File: src/rtl/spq_pkg.sv
`default_nettype none

package spq_pkg;

    localparam int CAPACITY_DEF = 16;
    localparam int REC_W        = 32;
    localparam int PRI_W        = 8;
    localparam int STATUS_W     = 2;
    localparam int OCC_W        = 5;

    localparam logic [STATUS_W-1:0] ST_OK    = 2'd0;
    localparam logic [STATUS_W-1:0] ST_FULL  = 2'd1;
    localparam logic [STATUS_W-1:0] ST_EMPTY = 2'd2;

    localparam logic CMD_INSERT = 1'b0;
    localparam logic CMD_REMOVE = 1'b1;

    typedef enum logic [1:0] {
        OP_IDLE,
        OP_INSERT,
        OP_REMOVE
    } t_op;

    typedef struct packed {
        logic                load;
        logic                exec;
        t_op                 op;
        logic [STATUS_W-1:0] status;
    } t_dp_cmd;

    typedef struct packed {
        logic full;
        logic empty;
    } t_dp_stat;

endpackage

`default_nettype wire

File: src/rtl/spq_if.sv
`default_nettype none

interface spq_req_if;
    logic                        valid;
    logic                        ready;
    logic                        cmd;
    logic [spq_pkg::REC_W-1:0]   record;
    logic [spq_pkg::PRI_W-1:0]   priority_req;

    modport source (output valid, output cmd, output record, output priority_req,
                    input ready);
    modport sink   (input valid, input cmd, input record, input priority_req,
                    output ready);
endinterface

interface spq_rsp_if;
    logic                         valid;
    logic                         ready;
    logic [spq_pkg::REC_W-1:0]    head_record;
    logic [spq_pkg::PRI_W-1:0]    head_priority;
    logic                         head_valid;
    logic [spq_pkg::STATUS_W-1:0] status;
    logic [spq_pkg::OCC_W-1:0]    occupancy;

    modport source (output valid, output head_record, output head_priority,
                    output head_valid, output status, output occupancy,
                    input ready);
    modport sink   (input valid, input head_record, input head_priority,
                    input head_valid, input status, input occupancy,
                    output ready);
endinterface

`default_nettype wire

File: src/rtl/spq_datapath.sv
`default_nettype none

module spq_datapath #(
    parameter int CAPACITY = spq_pkg::CAPACITY_DEF
) (
    input  wire logic                         i_clk,
    input  wire logic                         i_rst_n,
    input  wire spq_pkg::t_dp_cmd             i_cmd,
    output spq_pkg::t_dp_stat                 o_stat,
    input  wire logic [spq_pkg::REC_W-1:0]    i_record,
    input  wire logic [spq_pkg::PRI_W-1:0]    i_priority,
    output logic      [spq_pkg::REC_W-1:0]    o_head_record,
    output logic      [spq_pkg::PRI_W-1:0]    o_head_priority,
    output logic                              o_head_valid,
    output logic      [spq_pkg::STATUS_W-1:0] o_status,
    output logic      [spq_pkg::OCC_W-1:0]    o_occupancy
);

    localparam int CNT_W = $clog2(CAPACITY + 1);

    logic [spq_pkg::REC_W-1:0]    r_rec [CAPACITY];
    logic [spq_pkg::PRI_W-1:0]    r_pri [CAPACITY];
    logic [CNT_W-1:0]             r_count;
    logic [CNT_W-1:0]             n_count;
    logic [spq_pkg::REC_W-1:0]    r_in_rec;
    logic [spq_pkg::PRI_W-1:0]    r_in_pri;
    logic [spq_pkg::REC_W-1:0]    r_head_rec;
    logic [spq_pkg::PRI_W-1:0]    r_head_pri;
    logic                         r_head_valid;
    logic [spq_pkg::STATUS_W-1:0] r_status;
    logic [CAPACITY-1:0]          w_keep;

    // slot stays put on insert: held and at least as high as the new entry
    always_comb begin
        for (int i = 0; i < CAPACITY; i++) begin
            w_keep[i] = (CNT_W'(i) < r_count) && (r_pri[i] >= r_in_pri);
        end
    end

    for (genvar g = 0; g < CAPACITY; g++) begin : g_cell
        logic                      w_prev_keep;
        logic [spq_pkg::REC_W-1:0] w_up_rec;
        logic [spq_pkg::PRI_W-1:0] w_up_pri;
        logic [spq_pkg::REC_W-1:0] w_dn_rec;
        logic [spq_pkg::PRI_W-1:0] w_dn_pri;

        if (g == 0) begin : g_first
            assign w_prev_keep = 1'b1;
            assign w_up_rec    = r_in_rec;
            assign w_up_pri    = r_in_pri;
        end else begin : g_rest
            assign w_prev_keep = w_keep[g-1];
            assign w_up_rec    = r_rec[g-1];
            assign w_up_pri    = r_pri[g-1];
        end

        if (g == CAPACITY - 1) begin : g_last
            assign w_dn_rec = r_rec[g];
            assign w_dn_pri = r_pri[g];
        end else begin : g_inner
            assign w_dn_rec = r_rec[g+1];
            assign w_dn_pri = r_pri[g+1];
        end

        always_ff @(posedge i_clk) begin
            if (i_cmd.exec) begin
                case (i_cmd.op)
                    spq_pkg::OP_INSERT: begin
                        if (!w_keep[g]) begin
                            if (w_prev_keep) begin
                                r_rec[g] <= r_in_rec;
                                r_pri[g] <= r_in_pri;
                            end else begin
                                r_rec[g] <= w_up_rec;
                                r_pri[g] <= w_up_pri;
                            end
                        end
                    end
                    spq_pkg::OP_REMOVE: begin
                        r_rec[g] <= w_dn_rec;
                        r_pri[g] <= w_dn_pri;
                    end
                    default: begin
                    end
                endcase
            end
        end
    end

    always_comb begin
        n_count = r_count;
        case (i_cmd.op)
            spq_pkg::OP_INSERT: n_count = r_count + CNT_W'(1);
            spq_pkg::OP_REMOVE: n_count = r_count - CNT_W'(1);
            default:            n_count = r_count;
        endcase
    end

    always_ff @(posedge i_clk) begin
        if (!i_rst_n) begin
            r_count <= '0;
        end else if (i_cmd.exec) begin
            r_count <= n_count;
        end
    end

    always_ff @(posedge i_clk) begin
        if (i_cmd.load) begin
            r_in_rec <= i_record;
            r_in_pri <= i_priority;
        end
        if (i_cmd.exec) begin
            r_status <= i_cmd.status;
            if (i_cmd.op == spq_pkg::OP_REMOVE) begin
                r_head_rec   <= r_rec[0];
                r_head_pri   <= r_pri[0];
                r_head_valid <= 1'b1;
            end else begin
                r_head_rec   <= '0;
                r_head_pri   <= '0;
                r_head_valid <= 1'b0;
            end
        end
    end

    assign o_stat.full     = (r_count == CNT_W'(CAPACITY));
    assign o_stat.empty    = (r_count == '0);
    assign o_head_record   = r_head_rec;
    assign o_head_priority = r_head_pri;
    assign o_head_valid    = r_head_valid;
    assign o_status        = r_status;
    assign o_occupancy     = spq_pkg::OCC_W'(r_count);

endmodule

`default_nettype wire

File: src/rtl/spq_ctrl.sv
`default_nettype none

module spq_ctrl (
    input  wire logic                i_clk,
    input  wire logic                i_rst_n,
    input  wire logic                i_in_valid,
    output logic                     o_in_ready,
    input  wire logic                i_in_cmd,
    output logic                     o_out_valid,
    input  wire logic                i_out_ready,
    output spq_pkg::t_dp_cmd         o_cmd,
    input  wire spq_pkg::t_dp_stat   i_stat
);

    typedef enum logic {
        S_IDLE,
        S_EXEC
    } t_state;

    t_state r_state;
    logic   r_is_remove;
    logic   r_out_valid;
    logic   w_accept;
    logic   w_slot_free;

    assign o_in_ready  = (r_state == S_IDLE);
    assign w_accept    = i_in_valid && o_in_ready;
    assign w_slot_free = !r_out_valid || i_out_ready;

    always_comb begin
        o_cmd.load   = w_accept;
        o_cmd.exec   = (r_state == S_EXEC) && w_slot_free;
        o_cmd.op     = spq_pkg::OP_IDLE;
        o_cmd.status = spq_pkg::ST_OK;
        if (r_is_remove) begin
            if (i_stat.empty) begin
                o_cmd.status = spq_pkg::ST_EMPTY;
            end else begin
                o_cmd.op = spq_pkg::OP_REMOVE;
            end
        end else begin
            if (i_stat.full) begin
                o_cmd.status = spq_pkg::ST_FULL;
            end else begin
                o_cmd.op = spq_pkg::OP_INSERT;
            end
        end
    end

    always_ff @(posedge i_clk) begin
        if (!i_rst_n) begin
            r_state     <= S_IDLE;
            r_is_remove <= 1'b0;
            r_out_valid <= 1'b0;
        end else begin
            if (r_out_valid && i_out_ready) begin
                r_out_valid <= 1'b0;
            end
            case (r_state)
                S_IDLE: begin
                    if (w_accept) begin
                        r_is_remove <= (i_in_cmd == spq_pkg::CMD_REMOVE);
                        r_state     <= S_EXEC;
                    end
                end
                S_EXEC: begin
                    if (w_slot_free) begin
                        r_out_valid <= 1'b1;
                        r_state     <= S_IDLE;
                    end
                end
                default: r_state <= S_IDLE;
            endcase
        end
    end

    assign o_out_valid = r_out_valid;

`ifndef SYNTH
    a_no_insert_full: assert property (@(posedge i_clk) disable iff (!i_rst_n)
        (o_cmd.exec && o_cmd.op == spq_pkg::OP_INSERT) |-> !i_stat.full)
        else $error("insert issued on full queue");

    a_no_remove_empty: assert property (@(posedge i_clk) disable iff (!i_rst_n)
        (o_cmd.exec && o_cmd.op == spq_pkg::OP_REMOVE) |-> !i_stat.empty)
        else $error("remove issued on empty queue");

    a_exec_gives_result: assert property (@(posedge i_clk) disable iff (!i_rst_n)
        o_cmd.exec |=> r_out_valid)
        else $error("executed transaction without result");

    a_accept_blocks: assert property (@(posedge i_clk) disable iff (!i_rst_n)
        w_accept |=> (r_state == S_EXEC) && !o_in_ready)
        else $error("second transaction taken while busy");

    a_idle_op_flagged: assert property (@(posedge i_clk) disable iff (!i_rst_n)
        (o_cmd.exec && o_cmd.op == spq_pkg::OP_IDLE) |-> (o_cmd.status != spq_pkg::ST_OK))
        else $error("no-op transaction reported ok");
`endif

endmodule

`default_nettype wire

File: src/rtl/sorted_priority_queue.sv
`default_nettype none

// channel  dir  port    fields
// request  in   i_req   cmd, record, priority_req
// result   out  o_rsp   head_record, head_priority, head_valid, status, occupancy
//
// Each transaction is accepted, then executed as one compare-and-shift across all slots.
// The execute cycle waits while the previous result is still unclaimed.
// Reset (synchronous, active low) empties the queue; slot contents stay undefined.
// Request ready is low from acceptance until the execute cycle has completed.

module sorted_priority_queue #(
    parameter int CAPACITY = spq_pkg::CAPACITY_DEF
) (
    input  wire logic  i_clk,
    input  wire logic  i_rst_n,
    spq_req_if.sink    i_req,
    spq_rsp_if.source  o_rsp
);

    spq_pkg::t_dp_cmd  w_cmd;
    spq_pkg::t_dp_stat w_stat;
    logic              w_in_ready;
    logic              w_out_valid;

    spq_ctrl u_ctrl (
        .i_clk       (i_clk),
        .i_rst_n     (i_rst_n),
        .i_in_valid  (i_req.valid),
        .o_in_ready  (w_in_ready),
        .i_in_cmd    (i_req.cmd),
        .o_out_valid (w_out_valid),
        .i_out_ready (o_rsp.ready),
        .o_cmd       (w_cmd),
        .i_stat      (w_stat)
    );

    spq_datapath #(
        .CAPACITY (CAPACITY)
    ) u_datapath (
        .i_clk           (i_clk),
        .i_rst_n         (i_rst_n),
        .i_cmd           (w_cmd),
        .o_stat          (w_stat),
        .i_record        (i_req.record),
        .i_priority      (i_req.priority_req),
        .o_head_record   (o_rsp.head_record),
        .o_head_priority (o_rsp.head_priority),
        .o_head_valid    (o_rsp.head_valid),
        .o_status        (o_rsp.status),
        .o_occupancy     (o_rsp.occupancy)
    );

    assign i_req.ready = w_in_ready;
    assign o_rsp.valid = w_out_valid;

endmodule

`default_nettype wire
File: src/flat_wrapper.sv
// flat-port wrapper written by rule: the top's interface ports become plain ports
module sorted_priority_queue_flat 
#(
    parameter int CAPACITY = spq_pkg::CAPACITY_DEF
)
  (i_clk, i_rst_n, i_req_valid, i_req_cmd, i_req_record, i_req_priority_req, i_req_ready, o_rsp_valid, o_rsp_head_record, o_rsp_head_priority, o_rsp_head_valid, o_rsp_status, o_rsp_occupancy, o_rsp_ready);
  spq_req_if i_req_i ();
  spq_rsp_if o_rsp_i ();
  input  wire logic i_clk;
  input  wire logic i_rst_n;
  input wire logic [$bits(i_req_i.valid)-1:0] i_req_valid;
  input wire logic [$bits(i_req_i.cmd)-1:0] i_req_cmd;
  input wire logic [$bits(i_req_i.record)-1:0] i_req_record;
  input wire logic [$bits(i_req_i.priority_req)-1:0] i_req_priority_req;
  output wire logic [$bits(i_req_i.ready)-1:0] i_req_ready;
  output wire logic [$bits(o_rsp_i.valid)-1:0] o_rsp_valid;
  output wire logic [$bits(o_rsp_i.head_record)-1:0] o_rsp_head_record;
  output wire logic [$bits(o_rsp_i.head_priority)-1:0] o_rsp_head_priority;
  output wire logic [$bits(o_rsp_i.head_valid)-1:0] o_rsp_head_valid;
  output wire logic [$bits(o_rsp_i.status)-1:0] o_rsp_status;
  output wire logic [$bits(o_rsp_i.occupancy)-1:0] o_rsp_occupancy;
  input wire logic [$bits(o_rsp_i.ready)-1:0] o_rsp_ready;
  assign i_req_i.valid = i_req_valid;
  assign i_req_i.cmd = i_req_cmd;
  assign i_req_i.record = i_req_record;
  assign i_req_i.priority_req = i_req_priority_req;
  assign i_req_ready = i_req_i.ready;
  assign o_rsp_valid = o_rsp_i.valid;
  assign o_rsp_head_record = o_rsp_i.head_record;
  assign o_rsp_head_priority = o_rsp_i.head_priority;
  assign o_rsp_head_valid = o_rsp_i.head_valid;
  assign o_rsp_status = o_rsp_i.status;
  assign o_rsp_occupancy = o_rsp_i.occupancy;
  assign o_rsp_i.ready = o_rsp_ready;
  sorted_priority_queue #(.CAPACITY(CAPACITY)) u_core (.i_clk(i_clk), .i_rst_n(i_rst_n), .i_req(i_req_i), .o_rsp(o_rsp_i));
endmodule
File: config.mk
export PLATFORM = sky130hd
export DESIGN_NAME = sorted_priority_queue_flat
export DESIGN_NICKNAME = d
export VERILOG_FILES = /design/src/rtl/spq_pkg.sv /design/src/rtl/spq_if.sv /design/src/rtl/spq_datapath.sv /design/src/rtl/spq_ctrl.sv /design/src/rtl/sorted_priority_queue.sv /design/src/flat_wrapper.sv
export SDC_FILE = /design/constraint.sdc
export NUM_CORES = 2
export LEC_CHECK = 0
export ABC_AREA = 1
export BUFFER_PORTS_ARGS = -buffer_cell sky130_fd_sc_hd__buf_2
export CORE_ASPECT_RATIO = 1.25
export CORE_UTILIZATION = 30
export CTS_BUF_LIST = sky130_fd_sc_hd__clkbuf_4 sky130_fd_sc_hd__clkbuf_8
export DETAILED_ROUTE_END_ITERATION = 6
export PLACE_DENSITY = 0.48
export SLEW_MARGIN = 20
export SYNTH_ARGS = -nofsm -noshare
export SYNTH_HDL_FRONTEND = slang
export SYNTH_SLANG_ARGS = --single-unit
File: constraint.sdc
create_clock -name i_clk -period 6.4 [get_ports i_clk]
set_clock_uncertainty 0.05 [all_clocks]
set_input_delay 1.28 -clock i_clk [delete_from_list [all_inputs] [get_ports i_clk]]
set_output_delay 1.28 -clock i_clk [all_outputs]
set_load 0.01 [all_outputs]
Yosys cells after proc, flatten, opt, wreduce, memory -nomap -nowiden:

Memory sizes are Yosys's and may differ from the RTL's.
Index checks and enable logic that the tools add are counted.

* bits of input ports: 45
* word-level logic and storage cells: 367
* memories kept: 2
* RAM bits: 640
* register bits: 91
* output and inout port bits: 50

* $lt $le $gt $ge: 32
* reduce and logical (&&, ||, !) cells: 25
* add/subtract/negate cells: 2
* bitwise operators: 63
* eq/ne operators: 3
* muxes and demuxes: 230

Memories
* u_core.u_datapath.r_rec: words 16, bits a word 32, rd ports 16, clocked after memory_dff 0, wr ports 16, line spq_datapath.sv:21 `logic [spq_pkg::REC_W-1:0] r_rec [CAPACITY];`
* u_core.u_datapath.r_pri: words 16, bits a word 8, rd ports 16, clocked after memory_dff 0, wr ports 16, line spq_datapath.sv:22 `logic [spq_pkg::PRI_W-1:0] r_pri [CAPACITY];`

Operators with widths (number)
* 32-bit 2-to-1 mux: 31
* 8-bit 2-to-1 mux: 31
* 1-bit 2-to-1 mux: 163
* 8-bit >= comparator: 16
* 1-bit bitwise OR: 62
* 4-bit by 5-bit < comparator with 1-bit output (first input constant): 8
* 3-bit by 5-bit < comparator with 1-bit output (first input constant): 4
* 1-bit logical AND: 19
* 1-bit by 5-bit < comparator with 1-bit output (first input constant): 2
* 2-bit by 5-bit < comparator with 1-bit output (first input constant): 2
* 5-bit case mux with 2 select lines: 1
* 5-bit by 1-bit adder with 5-bit output (second input constant): 1
* 5-bit equality test (second input constant): 1
* 5-bit logical NOT: 1
* 5-bit by 1-bit subtractor with 5-bit output (second input constant): 1
* 2-bit 2-to-1 mux: 2
* 4-bit 2-to-1 mux: 1
* 2-bit AND reduction: 2
* 2-bit by 1-bit equality test with 1-bit output (second input constant): 1
* 2-bit equality test (second input constant): 1
* 1-bit case mux with 2 select lines: 1
* 2-bit nonzero test: 1
* 1-bit logical NOT: 1
* 1-bit logical OR: 1
* 1-bit NOT: 1

Longest topological paths before layout:

An unclocked memory read counts as a cell.

* depth after elaboration: 10
* mapped depth: 16
* gate-level depth less buffers: 14

Modules after synthesis:

Synthesis repeated with hierarchy kept, for this count alone.

* cell total of the unflattened synthesis: 5384
* area total of the unflattened synthesis: 43246.5 um2

By module, submodules not included
* spq_datapath: seq. area each 21810.9 um2, area an instance 43086.3 um2, times used 1, cells an instance 5359
* spq_ctrl: seq. area each 60.1 um2, area an instance 160.2 um2, times used 1, cells an instance 25

Least setup slack after synthesis:

Ideal clock, no wire load.

* path kind: input to register
* from: input port o_rsp_ready
* to: memory u_core.u_datapath.r_pri[1][56] in the netlist's numbering, enable pin
* arrival time: 5.170 ns
* slack: 0.681 ns
* path buffers: 3
* required time: 5.852 ns
* library setup time: 0.498 ns
* stages on the path: 8
* cells stage by stage: inv_1 nand2_1 nand2_1 nor3_2 buf_4 buf_2 buf_2 a21boi_0

RTL lines
* from (decl): line flat_wrapper.sv:22 `input wire logic [$bits(o_rsp_i.ready)-1:0] o_rsp_ready;`
* to (decl): line spq_datapath.sv:22

==> results.txt <==
Fin util = 33.2%
Wire length per cell = 15.6 µm
Largest net degree at the start of global routing = 209
Post-place instance area = 44700 µm²
Vias per Instance = 4.63
Maxcap violations = 0
WP data arrival = 4900 ps
Design Area, Final = 47300 µm²
Die Width = 341 µm
Via count = 33400
Hold Buf Count CTS = 0
Hold/Removal Path Class = register to register
Net Switching = 3.61 mW
Root buffer cell = clkbuf_8
Clock transition at path regs = 60 ps
First-pass GRT wire length = 186000 µm
WHS Path Cells = 2
PwrDens = 263 nW/µm²
Reg2Reg Setup Slack = 2010 ps
Worst Hold Path EP = u_core.u_ctrl.o_out_valid$_SDFF_PN0_
Final wirelength = 113000 µm
DIE AREA = 145000 µm²
1st-pass router iterations = 5
Initial antenna violation count = 1
Critical-path maximum fanout = 175
Netlist cell types = 30
Critical-path cell list = inv_2 -> nand2_2 -> nor2_4 -> nand2_2 -> nand2_2 -> nor2_4 -> buf_4 -> buf_12 -> buf_16 -> o21ai_0
Lkg Pwr = 21.5 nW
Clock buffer depth = 3
Cell Int Power = 8.83 mW
Comb pwr share = 15.8%
Final ANT Viol Nets = 0
CTS Sinks = 731
Nets = 5406
Final setup viols = 0
Power Total = 12.4 mW
P&R area growth vs syn = 10.0%
DP HPWL = 75600 µm
Crit path kind = register to register
Sequential Power Share = 48.9%
Initial Util = 30.2%
Global route total overflow = 0
DRC violations left = 0
CP Launch Type = register
I/O pin count = 95
Clk pwr share = 35.3%
Worst path most repeated cell = nand2_2
Max incr delay on CP = 730 ps
Slew @ Worst Pin = 1120 ps
Clock Latency Late Sink = 840 ps
FF-to-FF End = u_core.u_datapath.r_rec[0][12]$_DFFE_PP_
Die height = 425 µm
Max IR drop VDD = 0.217 mV
Cells after Synth = 5339
HP Start = u_core.u_ctrl.o_out_valid$_SDFF_PN0_
Outcome = finished, final reports clean
Setup TNS = 0 ps
H-tree depth = 4
Core area = 143000 µm²
Period utilization = 68.6%
Final Hold Vio Count = 0
Reg2Reg Depth = 10
Warnings, synthesis = 0
CP Capture Type = register
FILL cells = 15100
Max-slew violation count = 0
Port buffer count = 94
Setup Buffers After CTS = 0
GRT Util Overall = 15.5%
Post-synthesis register bit count = 731
Num CTS Buffers = 136
Vias in the first global route = 33300
Sequential area share after synthesis = 50.9%
Slowest stage cell, crit path = dfxtp_1
Syn Std Cell Area = 43000 µm²
Gates resized, CTS repair = 0
CTS tree = built
Achievable clock frequency = 0.228 GHz
RD Place Congestion = 0.781
Crit path time final = 4390 ps
Sw frac = 29.0%
Slew HR = 25.4%
Row count = 155
Syn nets = 5516
RSZ-0062 raised after global routing = false
Worst reg2reg path startpoint = u_core.u_datapath.o_occupancy[4]$_SDFFE_PN0P_
Drt initial violations = 2678
Mean Syn Cell Area = 8.06 µm²
Crit path required time = 6910 ps
Share of cells above drive strength 1 = 7.75%
critical path, delay by kind of cell (launching register included):
family | cells | cell delay, ps
buffers and inverters | 4 | 1730
AND/OR/NAND/NOR | 5 | 1240
flip-flops | 1 | 730
AO/OA/AOI/OAI | 1 | 160
power by group through the flow:
stage | combinational, mW | clock, mW | sequential [mW]
2_1_floorplan | 1.47 | 0 | 6.13
3_3_place_gp | 1.94 | 0 | 6.17
3_5_place_dp | 1.99 | 0 | 6.18
4_1_cts | 2.00 | 4.58 | 6.09
5_1_grt | 2.29 | 4.75 | 6.13
6_report | 1.96 | 4.40 | 6.09
layout by cell type, fill, tap and decap left out, types with 14 or more instances in the layout:
master    count
nand3_1     541
clkbuf_4     54
ha_1        132
edfxtp_1    723
clkinv_1     29
o21ai_1     115
nand2_1    1946
a21oi_1      37
o21a_1       14
buf_2        94
clkbuf_8    141
nor2_1       99
nand4_1     522
o21ai_0      62
buf_4        71
inv_1       678
state kept, by name, indices dropped and copies added (netlist names), 2 cells and up:
name / count
u_core.u_datapath.o_head_record: 32
u_core.u_datapath.o_occupancy: 5
u_core.u_datapath.o_status: 2
u_core.u_datapath.r_pri: 128
u_core.u_datapath.g_cell.w_up_rec: 32
u_core.u_datapath.o_head_priority: 8
u_core.u_datapath.g_cell.w_up_pri: 8
u_core.u_datapath.r_rec: 512
cell usage after synthesis (all sizes together):
cell type	number	area, µm²
nand2	1962	7370
edfxtp	723	21700
inv	683	2560
nand3	542	2720
nand4	522	3270
buf	230	1170
clkbuf	194	728
o21ai	177	886
ha	132	1650
nor2	103	404
a21oi	37	185
o21a	14	105
dfxtp	8	160
nor3	6	35.0
a211oi	1	7.51
a21boi	1	7.51
a21o	1	7.51
o21bai	1	7.51
xnor2	1	8.76
xor2	1	8.76
per-layer routing:
layer / global-route usage [%] / up-vias / share of wire [%]
li1: - / 17500 / -
met1: 21.7 / 15100 / 49
met2: 24.7 / 627 / 45
met3: 2.47 / 143 / 4.4
met4: 4.28 / 0 / 1.8
met5: 0 / - / 0
worst max path at each step:
| stage | start | endpoint |
|---|---|---|
| after global placement | u_core.u_datapath.o_occupancy[4]$_SDFFE_PN0P_ | u_core.u_datapath.r_rec[0][25]$_DFFE_PP_ |
| final | u_core.u_datapath.o_occupancy[4]$_SDFFE_PN0P_ | u_core.u_datapath.r_rec[0][12]$_DFFE_PP_ |
| after CTS | u_core.u_datapath.o_occupancy[4]$_SDFFE_PN0P_ | u_core.u_datapath.r_rec[0][23]$_DFFE_PP_ |
| after detailed placement | u_core.u_datapath.o_occupancy[4]$_SDFFE_PN0P_ | u_core.u_datapath.r_rec[0][23]$_DFFE_PP_ |
| after floorplan | o_rsp_ready | u_core.u_datapath.r_pri[1][56]$_DFFE_PP_ |
| after global routing | u_core.u_datapath.o_occupancy[4]$_SDFFE_PN0P_ | u_core.u_datapath.r_rec[0][25]$_DFFE_PP_ |
area by class of cell:
cell class	count	area, µm²	area share, %
clock inverters	43	204	0.431
inverters	683	2570	5.44
clock buffers	195	2350	4.96
repair buffers	176	1220	2.58
well taps	1884	2360	4.98
diodes	2	5.00	0.0106
flip-flops and latches	731	21900	46.2
multi-input cells	3501	16700	35.4
cells by family after synthesis:
family / count (synthesis) / synth area share, %
flops: 731 / 50.9
simple gates: 3135 / 32.1
compound gates: 232 / 2.80
buf+inv: 1107 / 10.4
fa+ha+maj: 132 / 3.84
xor+xnor: 2 / 0.0407
stage by stage:
stage,cells,worst slack (ps),hold slack (ps)
floorplan,5339,681,445
global placement,6974,2070,442
detailed placement,6975,1940,451
global route,7214,1620,481
finish,7215,2010,453
CTS,7213,1920,457
Power figures use the tool's default switching activity.
